$ cat src/rtl/bchs_pkg.sv
// Package for the burst channel horizon scheduler.
// Field widths, register codes, controller states and the command/status structs.
// No dependencies.
`default_nettype none

package bchs_pkg;

    localparam int TIME_W  = 48;
    localparam int OFF_W   = 32;
    localparam int BITS_W  = 24;
    localparam int CH_W    = 6;
    localparam int TPB_W   = 16;
    localparam int GUARD_W = 32;
    localparam int DUR_W   = BITS_W + TPB_W;
    localparam int DG_W    = DUR_W + 1;
    localparam int SUM_W   = TIME_W + 1;
    localparam int NH_W    = TIME_W + 2;

    localparam int APB_AW  = 3;
    localparam int APB_DW  = 32;

    localparam int NUM_CHANNELS_DEF = 8;
    localparam int NUM_CHANNELS_MAX = 64;

    localparam logic [TIME_W-1:0] TIME_MAX  = {TIME_W{1'b1}};
    localparam logic [TPB_W-1:0]  TPB_RESET = TPB_W'(1);

    // register index taken from paddr[2]
    typedef enum logic {
        REG_TPB   = 1'b0,
        REG_GUARD = 1'b1
    } t_reg;

    typedef enum logic [2:0] {
        ST_IDLE,
        ST_SCAN,
        ST_LAST,
        ST_CALC_A,
        ST_CALC_B,
        ST_CALC_C,
        ST_EMIT
    } t_state;

    typedef struct packed {
        logic load;
        logic scan_clr;
        logic rd_en;
        logic calc_a;
        logic calc_b;
        logic calc_c;
        logic emit;
    } t_cmd;

    typedef struct packed {
        logic scan_last;
        logic out_free;
    } t_stat;

endpackage

`default_nettype wire

$ cat src/rtl/bchs_in_if.sv
// Input channel interface: burst arrival item.
// Depends on bchs_pkg.
`default_nettype none

interface bchs_in_if;
    import bchs_pkg::*;

    logic               valid;
    logic               ready;
    logic [TIME_W-1:0]  now;
    logic [OFF_W-1:0]   max_offset;
    logic [BITS_W-1:0]  burst_bits;

    modport source (output valid, now, max_offset, burst_bits, input ready);
    modport sink   (input valid, now, max_offset, burst_bits, output ready);
endinterface

`default_nettype wire

$ cat src/rtl/bchs_out_if.sv
// Output channel interface: scheduling result item.
// Depends on bchs_pkg.
`default_nettype none

interface bchs_out_if;
    import bchs_pkg::*;

    logic               valid;
    logic               ready;
    logic [CH_W-1:0]    channel;
    logic [TIME_W-1:0]  control_time;
    logic [TIME_W-1:0]  burst_start;
    logic [TIME_W-1:0]  new_horizon;

    modport source (output valid, channel, control_time, burst_start, new_horizon,
                    input ready);
    modport sink   (input valid, channel, control_time, burst_start, new_horizon,
                    output ready);
endinterface

`default_nettype wire

$ cat src/rtl/bchs_ram.sv
// Generic single-write, single-read RAM with registered read data.
// No dependencies.
`default_nettype none

module bchs_ram #(
    parameter int WIDTH = 48,
    parameter int DEPTH = 8
) (
    input  wire                                  i_clk,
    input  wire                                  i_we,
    input  wire [(DEPTH > 1 ? $clog2(DEPTH) : 1)-1:0] i_waddr,
    input  wire [WIDTH-1:0]                      i_wdata,
    input  wire                                  i_re,
    input  wire [(DEPTH > 1 ? $clog2(DEPTH) : 1)-1:0] i_raddr,
    output logic [WIDTH-1:0]                     o_rdata
);

    logic [WIDTH-1:0] r_mem [DEPTH];

    always_ff @(posedge i_clk) begin
        if (i_we) begin
            r_mem[i_waddr] <= i_wdata;
        end
        if (i_re) begin
            o_rdata <= r_mem[i_raddr];
        end
    end

endmodule

`default_nettype wire

$ cat src/rtl/bchs_ctrl.sv
// Controller state machine: accept, scan horizons, compute, emit.
// Depends on bchs_pkg.
`default_nettype none

module bchs_ctrl (
    input  wire             i_clk,
    input  wire             i_rst_n,
    input  wire             i_in_valid,
    output logic            o_in_ready,
    input  bchs_pkg::t_stat i_stat,
    output bchs_pkg::t_cmd  o_cmd
);
    import bchs_pkg::*;

    t_state r_state;
    t_state n_state;

    always_ff @(posedge i_clk) begin
        if (!i_rst_n) begin
            r_state <= ST_IDLE;
        end else begin
            r_state <= n_state;
        end
    end

    always_comb begin
        n_state = r_state;
        unique case (r_state)
            ST_IDLE:   if (i_in_valid) n_state = ST_SCAN;
            ST_SCAN:   if (i_stat.scan_last) n_state = ST_LAST;
            ST_LAST:   n_state = ST_CALC_A;
            ST_CALC_A: n_state = ST_CALC_B;
            ST_CALC_B: n_state = ST_CALC_C;
            ST_CALC_C: n_state = ST_EMIT;
            ST_EMIT:   if (i_stat.out_free) n_state = ST_IDLE;
            default:   n_state = ST_IDLE;
        endcase
    end

    always_comb begin
        o_in_ready = 1'b0;
        o_cmd      = '0;
        unique case (r_state)
            ST_IDLE: begin
                o_in_ready     = 1'b1;
                o_cmd.load     = i_in_valid;
                o_cmd.scan_clr = 1'b1;
            end
            ST_SCAN:   o_cmd.rd_en  = 1'b1;
            ST_LAST:   o_cmd        = '0;
            ST_CALC_A: o_cmd.calc_a = 1'b1;
            ST_CALC_B: o_cmd.calc_b = 1'b1;
            ST_CALC_C: o_cmd.calc_c = 1'b1;
            ST_EMIT:   o_cmd.emit   = i_stat.out_free;
            default:   o_cmd        = '0;
        endcase
    end

endmodule

`default_nettype wire

$ cat src/rtl/bchs_dp.sv
// Datapath: config registers, horizon store, min scan, timing arithmetic, result register.
// Depends on bchs_pkg and bchs_ram.
`default_nettype none

module bchs_dp #(
    parameter int NUM_CHANNELS = bchs_pkg::NUM_CHANNELS_DEF
) (
    input  wire                            i_clk,
    input  wire                            i_rst_n,
    input  bchs_pkg::t_cmd                 i_cmd,
    output bchs_pkg::t_stat                o_stat,
    // config
    input  wire                            i_cfg_we,
    input  wire [bchs_pkg::APB_AW-1:0]     i_cfg_addr,
    input  wire [bchs_pkg::APB_DW-1:0]     i_cfg_wdata,
    output logic [bchs_pkg::APB_DW-1:0]    o_cfg_rdata,
    // input item
    input  wire [bchs_pkg::TIME_W-1:0]     i_now,
    input  wire [bchs_pkg::OFF_W-1:0]      i_max_offset,
    input  wire [bchs_pkg::BITS_W-1:0]     i_burst_bits,
    // result item
    output logic                           o_out_valid,
    input  wire                            i_out_ready,
    output logic [bchs_pkg::CH_W-1:0]      o_channel,
    output logic [bchs_pkg::TIME_W-1:0]    o_control_time,
    output logic [bchs_pkg::TIME_W-1:0]    o_burst_start,
    output logic [bchs_pkg::TIME_W-1:0]    o_new_horizon
);
    import bchs_pkg::*;

    localparam int IDXW = (NUM_CHANNELS > 1) ? $clog2(NUM_CHANNELS) : 1;

    // config registers
    logic [TPB_W-1:0]   r_tpb;
    logic [GUARD_W-1:0] r_guard;

    always_ff @(posedge i_clk) begin
        if (!i_rst_n) begin
            r_tpb   <= TPB_RESET;
            r_guard <= '0;
        end else if (i_cfg_we) begin
            if (t_reg'(i_cfg_addr[2]) == REG_TPB) begin
                r_tpb <= i_cfg_wdata[TPB_W-1:0];
            end else begin
                r_guard <= i_cfg_wdata[GUARD_W-1:0];
            end
        end
    end

    assign o_cfg_rdata = (t_reg'(i_cfg_addr[2]) == REG_TPB) ?
                         {{(APB_DW-TPB_W){1'b0}}, r_tpb} : r_guard;

    // captured item
    logic [TIME_W-1:0] r_now;
    logic [OFF_W-1:0]  r_off;
    logic [BITS_W-1:0] r_bits;

    always_ff @(posedge i_clk) begin
        if (i_cmd.load) begin
            r_now  <= i_now;
            r_off  <= i_max_offset;
            r_bits <= i_burst_bits;
        end
    end

    // horizon store: entries never written read as zero
    logic [IDXW-1:0]         r_idx;
    logic [NUM_CHANNELS-1:0] r_vld;
    logic                    r_cmp_en;
    logic                    r_cmp_hit;
    logic [IDXW-1:0]         r_cmp_idx;
    logic [TIME_W-1:0]       w_rdata;
    logic [TIME_W-1:0]       w_hz;
    logic [IDXW-1:0]         r_best;
    logic [TIME_W-1:0]       r_best_h;
    logic [TIME_W-1:0]       r_nh;

    bchs_ram #(
        .WIDTH (TIME_W),
        .DEPTH (NUM_CHANNELS)
    ) u_hz_ram (
        .i_clk   (i_clk),
        .i_we    (i_cmd.emit),
        .i_waddr (r_best),
        .i_wdata (r_nh),
        .i_re    (i_cmd.rd_en),
        .i_raddr (r_idx),
        .o_rdata (w_rdata)
    );

    always_ff @(posedge i_clk) begin
        if (!i_rst_n) begin
            r_vld    <= '0;
            r_cmp_en <= 1'b0;
            r_idx    <= '0;
        end else begin
            r_cmp_en <= i_cmd.rd_en;
            if (i_cmd.scan_clr) begin
                r_idx <= '0;
            end else if (i_cmd.rd_en) begin
                r_idx <= r_idx + IDXW'(1);
            end
            if (i_cmd.emit) begin
                r_vld[r_best] <= 1'b1;
            end
        end
    end

    always_ff @(posedge i_clk) begin
        r_cmp_idx <= r_idx;
        r_cmp_hit <= r_vld[r_idx];
    end

    assign o_stat.scan_last = (r_idx == IDXW'(NUM_CHANNELS - 1));

    assign w_hz = r_cmp_hit ? w_rdata : '0;

    // running minimum, strict less keeps the lowest index on ties
    always_ff @(posedge i_clk) begin
        if (r_cmp_en) begin
            if ((r_cmp_idx == '0) || (w_hz < r_best_h)) begin
                r_best   <= r_cmp_idx;
                r_best_h <= w_hz;
            end
        end
    end

    // timing arithmetic
    logic [SUM_W-1:0]  r_sum;
    logic [DUR_W-1:0]  r_dur;
    logic [DG_W-1:0]   r_dg;
    logic [TIME_W-1:0] r_ctl;
    logic [TIME_W-1:0] r_start;
    logic [NH_W-1:0]   w_nh;

    always_ff @(posedge i_clk) begin
        if (i_cmd.calc_a) begin
            r_sum <= {1'b0, r_now} + SUM_W'(r_off);
            r_dur <= DUR_W'(r_bits) * DUR_W'(r_tpb);
        end
        if (i_cmd.calc_b) begin
            if ({1'b0, r_best_h} >= r_sum) begin
                r_ctl   <= r_best_h - TIME_W'(r_off);
                r_start <= r_best_h;
            end else begin
                r_ctl   <= r_now;
                r_start <= r_sum[TIME_W] ? TIME_MAX : r_sum[TIME_W-1:0];
            end
            r_dg <= {1'b0, r_dur} + DG_W'(r_guard);
        end
        if (i_cmd.calc_c) begin
            r_nh <= (|w_nh[NH_W-1:TIME_W]) ? TIME_MAX : w_nh[TIME_W-1:0];
        end
    end

    assign w_nh = NH_W'(r_start) + NH_W'(r_dg);

    // result register
    logic r_out_vld;

    always_ff @(posedge i_clk) begin
        if (!i_rst_n) begin
            r_out_vld <= 1'b0;
        end else if (i_cmd.emit) begin
            r_out_vld <= 1'b1;
        end else if (i_out_ready) begin
            r_out_vld <= 1'b0;
        end
    end

    always_ff @(posedge i_clk) begin
        if (i_cmd.emit) begin
            o_channel      <= CH_W'(r_best);
            o_control_time <= r_ctl;
            o_burst_start  <= r_start;
            o_new_horizon  <= r_nh;
        end
    end

    assign o_out_valid     = r_out_vld;
    assign o_stat.out_free = !r_out_vld || i_out_ready;

endmodule

`default_nettype wire

$ cat src/rtl/burst_channel_horizon_scheduler_unit.sv
// Top level of the burst channel horizon scheduler.
// Depends on bchs_pkg, bchs_in_if, bchs_out_if, bchs_ctrl, bchs_dp.
//
//   port     dir   handshake            carries
//   i_in     sink  valid/ready          now, max_offset, burst_bits
//   o_out    src   valid/ready          channel, control_time, burst_start, new_horizon
//   APB      slv   psel/penable/pready  ticks_per_bit @0x0, guard_time @0x4
//
// Each item passes through these steps in order: accept, one horizon
// read per channel through the single RAM read port, one drain, three arithmetic
// steps, one write/emit. Synchronous active-low reset; horizons read as zero after
// reset through per-entry valid bits. A waiting result holds the block in the emit
// step until taken; the next item is accepted once the result register is loaded.
`default_nettype none

module burst_channel_horizon_scheduler_unit #(
    parameter int NUM_CHANNELS = bchs_pkg::NUM_CHANNELS_DEF
) (
    input  wire                          i_clk,
    input  wire                          i_rst_n,
    bchs_in_if.sink                      i_in,
    bchs_out_if.source                   o_out,
    input  wire                          psel,
    input  wire                          penable,
    input  wire                          pwrite,
    input  wire [bchs_pkg::APB_AW-1:0]   paddr,
    input  wire [bchs_pkg::APB_DW-1:0]   pwdata,
    output logic [bchs_pkg::APB_DW-1:0]  prdata,
    output logic                         pready
);
    import bchs_pkg::*;

    t_cmd  w_cmd;
    t_stat w_stat;
    logic  w_cfg_we;

    assign pready   = 1'b1;
    assign w_cfg_we = psel && penable && pwrite;

    bchs_ctrl u_ctrl (
        .i_clk      (i_clk),
        .i_rst_n    (i_rst_n),
        .i_in_valid (i_in.valid),
        .o_in_ready (i_in.ready),
        .i_stat     (w_stat),
        .o_cmd      (w_cmd)
    );

    bchs_dp #(
        .NUM_CHANNELS (NUM_CHANNELS)
    ) u_dp (
        .i_clk          (i_clk),
        .i_rst_n        (i_rst_n),
        .i_cmd          (w_cmd),
        .o_stat         (w_stat),
        .i_cfg_we       (w_cfg_we),
        .i_cfg_addr     (paddr),
        .i_cfg_wdata    (pwdata),
        .o_cfg_rdata    (prdata),
        .i_now          (i_in.now),
        .i_max_offset   (i_in.max_offset),
        .i_burst_bits   (i_in.burst_bits),
        .o_out_valid    (o_out.valid),
        .i_out_ready    (o_out.ready),
        .o_channel      (o_out.channel),
        .o_control_time (o_out.control_time),
        .o_burst_start  (o_out.burst_start),
        .o_new_horizon  (o_out.new_horizon)
    );

endmodule

`default_nettype wire

$ cat src/flat_wrapper.sv
// flat-port wrapper written by rule: the top's interface ports become plain ports
module burst_channel_horizon_scheduler_unit_flat import bchs_pkg::*;
#(
    parameter int NUM_CHANNELS = bchs_pkg::NUM_CHANNELS_DEF
)
  (i_clk, i_rst_n, psel, penable, pwrite, paddr, pwdata, prdata, pready, i_in_valid, i_in_now, i_in_max_offset, i_in_burst_bits, i_in_ready, o_out_valid, o_out_channel, o_out_control_time, o_out_burst_start, o_out_new_horizon, o_out_ready);
  bchs_in_if i_in_i ();
  bchs_out_if o_out_i ();
  input  wire i_clk;
  input  wire i_rst_n;
  input  wire psel;
  input  wire penable;
  input  wire pwrite;
  input  wire [bchs_pkg::APB_AW-1:0] paddr;
  input  wire [bchs_pkg::APB_DW-1:0] pwdata;
  output logic [bchs_pkg::APB_DW-1:0] prdata;
  output logic pready;
  input wire logic [$bits(i_in_i.valid)-1:0] i_in_valid;
  input wire logic [$bits(i_in_i.now)-1:0] i_in_now;
  input wire logic [$bits(i_in_i.max_offset)-1:0] i_in_max_offset;
  input wire logic [$bits(i_in_i.burst_bits)-1:0] i_in_burst_bits;
  output wire logic [$bits(i_in_i.ready)-1:0] i_in_ready;
  output wire logic [$bits(o_out_i.valid)-1:0] o_out_valid;
  output wire logic [$bits(o_out_i.channel)-1:0] o_out_channel;
  output wire logic [$bits(o_out_i.control_time)-1:0] o_out_control_time;
  output wire logic [$bits(o_out_i.burst_start)-1:0] o_out_burst_start;
  output wire logic [$bits(o_out_i.new_horizon)-1:0] o_out_new_horizon;
  input wire logic [$bits(o_out_i.ready)-1:0] o_out_ready;
  assign i_in_i.valid = i_in_valid;
  assign i_in_i.now = i_in_now;
  assign i_in_i.max_offset = i_in_max_offset;
  assign i_in_i.burst_bits = i_in_burst_bits;
  assign i_in_ready = i_in_i.ready;
  assign o_out_valid = o_out_i.valid;
  assign o_out_channel = o_out_i.channel;
  assign o_out_control_time = o_out_i.control_time;
  assign o_out_burst_start = o_out_i.burst_start;
  assign o_out_new_horizon = o_out_i.new_horizon;
  assign o_out_i.ready = o_out_ready;
  burst_channel_horizon_scheduler_unit #(.NUM_CHANNELS(NUM_CHANNELS)) u_core (.i_clk(i_clk), .i_rst_n(i_rst_n), .i_in(i_in_i), .o_out(o_out_i), .psel(psel), .penable(penable), .pwrite(pwrite), .paddr(paddr), .pwdata(pwdata), .prdata(prdata), .pready(pready));
endmodule
$ cat config.mk
export PLATFORM = sky130hd
export DESIGN_NAME = burst_channel_horizon_scheduler_unit_flat
export DESIGN_NICKNAME = d
export VERILOG_FILES = /design/src/rtl/bchs_pkg.sv /design/src/rtl/bchs_in_if.sv /design/src/rtl/bchs_out_if.sv /design/src/rtl/bchs_ram.sv /design/src/rtl/bchs_ctrl.sv /design/src/rtl/bchs_dp.sv /design/src/rtl/burst_channel_horizon_scheduler_unit.sv /design/src/flat_wrapper.sv
export SDC_FILE = /design/constraint.sdc
export NUM_CORES = 2
export LEC_CHECK = 0
export CAP_MARGIN = 0
export CORE_MARGIN = 5
export CORE_UTILIZATION = 40
export DETAILED_ROUTE_END_ITERATION = 16
export DONT_BUFFER_PORTS = 1
export PLACE_DENSITY = 0.55
export SKIP_LAST_GASP = 1
export SYNTH_ARGS = -nofsm -noshare
export SYNTH_HDL_FRONTEND = slang
export SYNTH_SLANG_ARGS = --single-unit
$ cat constraint.sdc
create_clock -name i_clk -period 14.7 [get_ports i_clk]
set_clock_uncertainty 0.1 [all_clocks]
set_input_delay 0.735 -clock i_clk [delete_from_list [all_inputs] [get_ports i_clk]]
set_output_delay 0.735 -clock i_clk [all_outputs]
set_load 0.005 [all_outputs]
# Word-level counts from Yosys, hierarchy flattened

Memory sizes are Yosys's and may differ from the RTL's. A register that Yosys moved wholly into a read port is not among the register bits.
Cells that the tools add are included.

Bits in registers: 644
Memory bits (writable): 384
Input bits: 146
Memories: 1

Memory list:

| memory                     | depth | bits a word | rd ports | clocked after Yosys merged registers in | wr ports | line           | text |
|---|---|---|---|---|---|---|---|
| u_core.u_dp.u_hz_ram.r_mem | 8     | 48          | 1        | 1                                       | 1        | bchs_ram.sv:18 | `logic [WIDTH-1:0] r_mem [DEPTH];` |

Add/subtract/negate cells: 5
$mul: 1
Order comparisons: 5
Equal/unequal tests: 10
Multiplexer cells: 24
Bitwise gates (word level): 3
Reduce and logical (&&, ||, !) cells: 15

Operators by type and width:

| cell                                                                         | count |
|---|---|
| 48-bit two-way mux                                                           | 4 |
| 48-bit by 32-bit adder with 49-bit output                                    | 1 |
| 48-bit by 41-bit adder with 49-bit output                                    | 1 |
| 48-bit by 49-bit >= comparator with 1-bit output                             | 1 |
| 48-bit less-than comparator                                                  | 1 |
| 48-bit by 32-bit subtractor with 48-bit output                               | 1 |
| 40-bit by 32-bit adder with 41-bit output                                    | 1 |
| 24-bit by 16-bit multiplier with 40-bit output                               | 1 |
| 32-bit two-way mux                                                           | 1 |
| 3-bit case mux with 7 select lines                                           | 1 |
| 3-bit equality test, second input constant                                   | 4 |
| 1-bit two-way mux                                                            | 12 |
| 3-bit two-way mux                                                            | 3 |
| 3-bit by 4-bit less-than comparator with 1-bit output, second input constant | 2 |
| 8-bit bitwise OR                                                             | 1 |
| 3-bit by 2-bit equality test with 1-bit output, second input constant        | 2 |
| 3-bit zero test                                                              | 2 |
| 2-bit inequality test, second input constant                                 | 3 |
| 2-bit AND reduction                                                          | 3 |
| 2-bit OR reduction                                                           | 2 |
| 3-bit by 1-bit adder with 3-bit output, second input constant                | 1 |
| 1-bit binary-select mux with 3-bit select                                    | 1 |
| 1-bit demux with 3-bit select                                                | 1 |
| 3-bit by 1-bit equality test with 1-bit output, second input constant        | 1 |
| 8 further kinds                                                              | 12 |

# Logic depth before layout (Yosys ltp)

Word-level depth: 5
Gate-level depth with buffers: 26
Gate-level depth less buffers: 24

# Cells and area by module

From an unflattened synthesis, not the netlist that was laid out.

Cells, all modules: 4,779
Area, all modules: 60,734.5 µm²

By module, submodules not included:

| module                               | instances | cells an instance | area an instance (µm²) |
|---|---|---|---|
| bchs_dp                              | 1         | 4,132             | 44,401.3 |
| bchs_ram                             | 1         | 616               | 16,100.4 |
| bchs_ctrl                            | 1         | 28                | 215.2 |
| burst_channel_horizon_scheduler_unit | 1         | 3                 | 17.5 |

# Worst setup path before layout

Ideal clock, no wire load.

Path kind: input to register
From: input port o_out_ready
To: memory u_core.u_dp.u_hz_ram.r_mem[1][0] (enable)
Setup time: 0.515 ns
Arrival time: 11.471 ns
Required time: 14.085 ns
Slack: 2.614 ns
Cell stages on the path: 5
Cells stage by stage: nand2b_1 -> nand2_1 -> nor2_1 -> nand2_1 -> nor3_1

RTL lines:

| what        | line               | text |
|---|---|---|
| from (decl) | flat_wrapper.sv:28 | `input wire logic [$bits(o_out_i.ready)-1:0] o_out_ready;` |
| to (decl)   | bchs_ram.sv:18     |  |

# Worst setup path in the final report

From: register u_core.u_dp.r_tpb[15]
To: register u_core.u_dp.r_dur[37] (data pin)

Cells in the longest elaborated chain, start to end: 1

RTL lines:

| what                                           | line           | text |
|---|---|---|
| from (decl)                                    | bchs_dp.sv:34  | `logic [TPB_W-1:0] r_tpb;` |
| from (signal assigned)                         | bchs_dp.sv:43  | `r_tpb <= i_cfg_wdata[TPB_W-1:0];` |
| 24-bit by 16-bit multiplier with 40-bit output | bchs_dp.sv:139 | `r_dur <= DUR_W'(r_bits) * DUR_W'(r_tpb);` |
| to (signal assigned)                           | bchs_dp.sv:139 |  |
| to (decl)                                      | bchs_dp.sv:130 | `logic [DUR_W-1:0] r_dur;` |

Every way passes these cells.
A chain may end at the register's enable or synchronous reset.

==> Implementation_results.wiki <==
{| class="wikitable"
! Metric !! Value
|-
| Die span in y || 399 um
|-
| Critical path arrival || 7.89 ns
|-
| Die area || 159000 um2
|-
| Wire length of the first global-routing pass || 241 mm
|-
| Average routed wire per standard cell || 23.2 um
|-
| Cell family with the largest share of critical-path delay || adder cells
|-
| Leakage power || 26.6 nW
|-
| Max-slew violation total from the final report || 0
|-
| Non-filler instance count after layout || 7006
|-
| Area of the placeable core || 150000 um2
|-
| Critical path startpoint category || flip-flop
|-
| Root buffer cell || sky130_fd_sc_hd__clkbuf_16
|-
| Maximum clock frequency || 133 MHz
|-
| Row cnt || 142
|-
| Number of buffers created by CTS || 116
|-
| CP most frequent cell || sky130_fd_sc_hd__fa_1
|-
| Pin count of the biggest net entering global routing || 71
|-
| Ys Warns || 0
|-
| Num Clock Sinks || 1076
|-
| Longest individual stage delay on the worst path || 1.06 ns
|-
| Syn_area_per_cell || 12.7 um2
|-
| Count of flip-flops with a built-in enable after synthesis || 1008
|-
| PwrDens || 104 nW/um2
|-
| Weighted congestion at the end of routability-driven global placement || 0.878
|-
| PostCTS Resize Cnt || 0
|-
| Max-slew headroom || 0.246
|-
| All-Layer GR Usage || 0.203
|-
| Setup total negative slack || 0 ns
|-
| Actual transition at the worst max-transition pin || 1.13 ns
|-
| Total via count after detailed routing || 36800
|-
| Nets@finish || 5689
|-
| Commonest register cell after synthesis || sky130_fd_sc_hd__edfxtp_1
|-
| Distinct cells, synth || 98
|-
| CTS H-tree lvls || 3
|-
| Classification of the worst setup path || flip-flop to flip-flop
|-
| GRT overflow || 0
|-
| Drt first-iter violations || 2444
|-
| Setup repair after global routing missed its margin || no
|-
| Detailed-routing iteration count for the pre-antenna-repair pass || 5
|-
| Largest fanout on the critical path || 26
|-
| Master of the slowest instance on the critical path || sky130_fd_sc_hd__dfxtp_1
|-
| Share of the clock period used by the worst path after layout || 0.512
|-
| Sum of net half-perimeters after detailed placement || 117 mm
|-
| Via count of the first global-routing pass || 37800
|-
| IO buf count || 0
|-
| Routed wire length || 163 mm
|-
| Final period demand of the worst path || 7.53 ns
|-
| Req. time, crit path || 15.07 ns
|-
| Count of unresolved DRC violations after routing || 0
|-
| Kind of end point of the critical path || flip-flop
|-
| Area growth syn-to-layout || 12.8%
|-
| Post-synthesis instance area || 60500 um2
|-
| Post-synthesis register bit count || 1076
|-
| Crit path buf inv count || 2
|-
| Commonest cells after routing, fill and taps aside || sky130_fd_sc_hd__edfxtp_1 (1008), sky130_fd_sc_hd__inv_1 (512), sky130_fd_sc_hd__nand2_1 (479)
|-
| CP Cell Sequence || and2_1 > fa_1 > fa_1 > fa_1 > fa_1 > fa_1 > inv_1 > fa_1 > inv_1 > ha_1 > a21oi_1 > o221ai_1 > nand3_1 > o2111ai_1 > nand2_1 > o21ai_0 > nor3_1 > o21ai_0 > a41oi_1 > xnor2_1
|-
| CTS max path bufs || 3
|-
| Insertion delay of the later-clocked pin in the worst-skew pair || 0.77 ns
|-
| Share of cells above drive strength 1 || 0.0960
|-
| Number of maximum-capacitance violations || 0
|-
| Die X-Extent || 399 um
|-
| TritonCTS clock tree || done
|-
| Initial core utilization || 0.403
|-
| Final setup violating endpoints || 0
|-
| Worst hold slack || 0.0673 ns
|-
| Worst VDD drop || 0.0903 mV
|-
| I/O Pins || 331
|-
| Antenna violation net count after detailed routing || 0
|-
| Outcome || complete, no violations
|-
| Post-synthesis async set-or-reset flop share || 0
|-
| Most common library cell in the layout ignoring fill and taps || sky130_fd_sc_hd__edfxtp_1
|-
| Synthesized instance count || 4765
|-
| Class of the most critical hold timing path || primary input to flip-flop
|-
| Antenna violations before repair || 5
|-
| Post-CTS clock slew at the launch and capture registers of the worst setup and hold paths || 0.06 ns
|-
| Hold violation total from the final report || 0
|-
| Sequential fraction of the synthesis area || 0.523
|-
| Cell total after placement || 6654
|-
| Number of vias per cell after detailed routing || 5.25
|}
[sequential cells by signal, summed over array words and instances, names as in the netlist, 8 cells and up]
name / cells
u_core.u_dp.u_hz_ram.r_mem: 384
u_core.u_dp.r_ctl: 48
u_core.u_dp.r_dur: 40
u_core.u_dp.r_sum: 49
u_core.u_dp.r_guard: 32
u_core.u_dp.r_off: 32
u_core.u_dp.r_tpb: 16
u_core.u_dp.r_bits: 24
u_core.u_dp.o_new_horizon: 48
u_core.u_dp.o_control_time: 48
u_core.u_dp.r_nh: 48
u_core.u_dp.u_hz_ram.o_rdata: 48
u_core.u_dp.r_vld: 8
u_core.u_dp.r_dg: 41
u_core.u_dp.r_start: 48
u_core.u_dp.r_now: 48
u_core.u_dp.r_best_h: 48
u_core.u_dp.o_burst_start: 48
[Yosys cell counts (all sizes together), types with 5 or more instances]
master,count,share of area
nand4,50,0.0053
a41oi,7,0.0011
xor2,75,0.011
o41ai,8,0.0020
nand2b,48,0.0051
or2,7,0.00072
o31a,7,0.0012
a211oi,22,0.0029
a211o,5,0.00072
mux4,98,0.036
a31oi,24,0.0025
and4,5,0.00072
a21boi,55,0.0069
o21bai,20,0.0025
o31ai,11,0.0017
nand2,479,0.030
or3,10,0.0010
a31o,5,0.00072
mux2,74,0.014
dfxtp,68,0.023
a221o,5,0.00083
and3,24,0.0025
and2,234,0.024
a21oi,265,0.023
o211ai,9,0.0011
a21o,135,0.017
buf,41,0.0034
nor3b,6,0.00074
xnor2,115,0.017
nor2,184,0.011
inv,512,0.032
nor2b,30,0.0032
o21ai,116,0.0099
edfxtp,1008,0.50
nand3,39,0.0033
o21a,40,0.0050
nor4,7,0.00083
fa,310,0.10
clkbuf,134,0.0083
ha,346,0.072
nor3,81,0.0068
[power breakdown]
group / switching (mW) / internal (mW) / total (mW)
Sequential: 0.0533 / 3.37 / 3.43
Clock: 1.29 / 1.82 / 3.11
Combinational: 0.343 / 0.242 / 0.584
Total: 1.68 / 5.43 / 7.12
[layer usage]
metal	wire [um]	global-route usage	share of wire
met5	0	0	0
met4	4150	0.0514	0.026
met3	9350	0.0330	0.058
met2	78500	0.343	0.48
met1	70600	0.273	0.43
[stage by stage]
step	area, um2	setup slack (ns)	util	total power [mW]
3_3_place_gp	62800	7.30	0.418	4.04
6_report	68200	7.17	0.455	7.12
2_1_floorplan	60500	2.61	-	3.88
4_1_cts	68200	7.24	0.455	7.20
5_1_grt	68200	6.86	0.455	7.38
3_5_place_dp	62800	7.24	0.418	4.04
[area by class of cell]
class	instances	area (um2)
Multi-Input combinational cell	3004	26400
Clock buffer	146	3240
Antenna cell	2	5.00
Tap cell	2016	2520
Timing Repair Buffer	177	1670
Fill cell	13500	81900
Clock inverter	73	898
Sequential cell	1076	31600
Inverter	512	1920
[final timing paths]
path	to	slack (ns)	start	depth (start not counted)
setup / recovery	u_core.u_dp.r_dur[37]	7.17	u_core.u_dp.r_tpb[15]	20
hold reg to reg	u_core.u_dp.o_control_time[2]	0.32	u_core.u_dp.r_ctl[2]	0
setup reg to reg	u_core.u_dp.r_dur[37]	7.17	u_core.u_dp.r_tpb[15]	20
hold / removal	u_core.u_dp.r_guard[20]	0.07	pwdata[20]	2
[cells by family after synthesis]
logic type / count (synthesis) / share of synthesized area
xor+xnor: 190 / 0.0275
fa+ha+maj: 656 / 0.174
compound gates: 766 / 0.0840
simple gates: 1213 / 0.0970
buf+inv: 687 / 0.0435
mux: 175 / 0.0508
flops: 1076 / 0.523
other cells: 2 / 0.000124
[timing repair]
item	4_1_cts	5_1_grt
endpoints found under the hold margin	151	0
hold buffers	131	0
buffers inserted	0	0
Power figures use the tool's default switching activity.
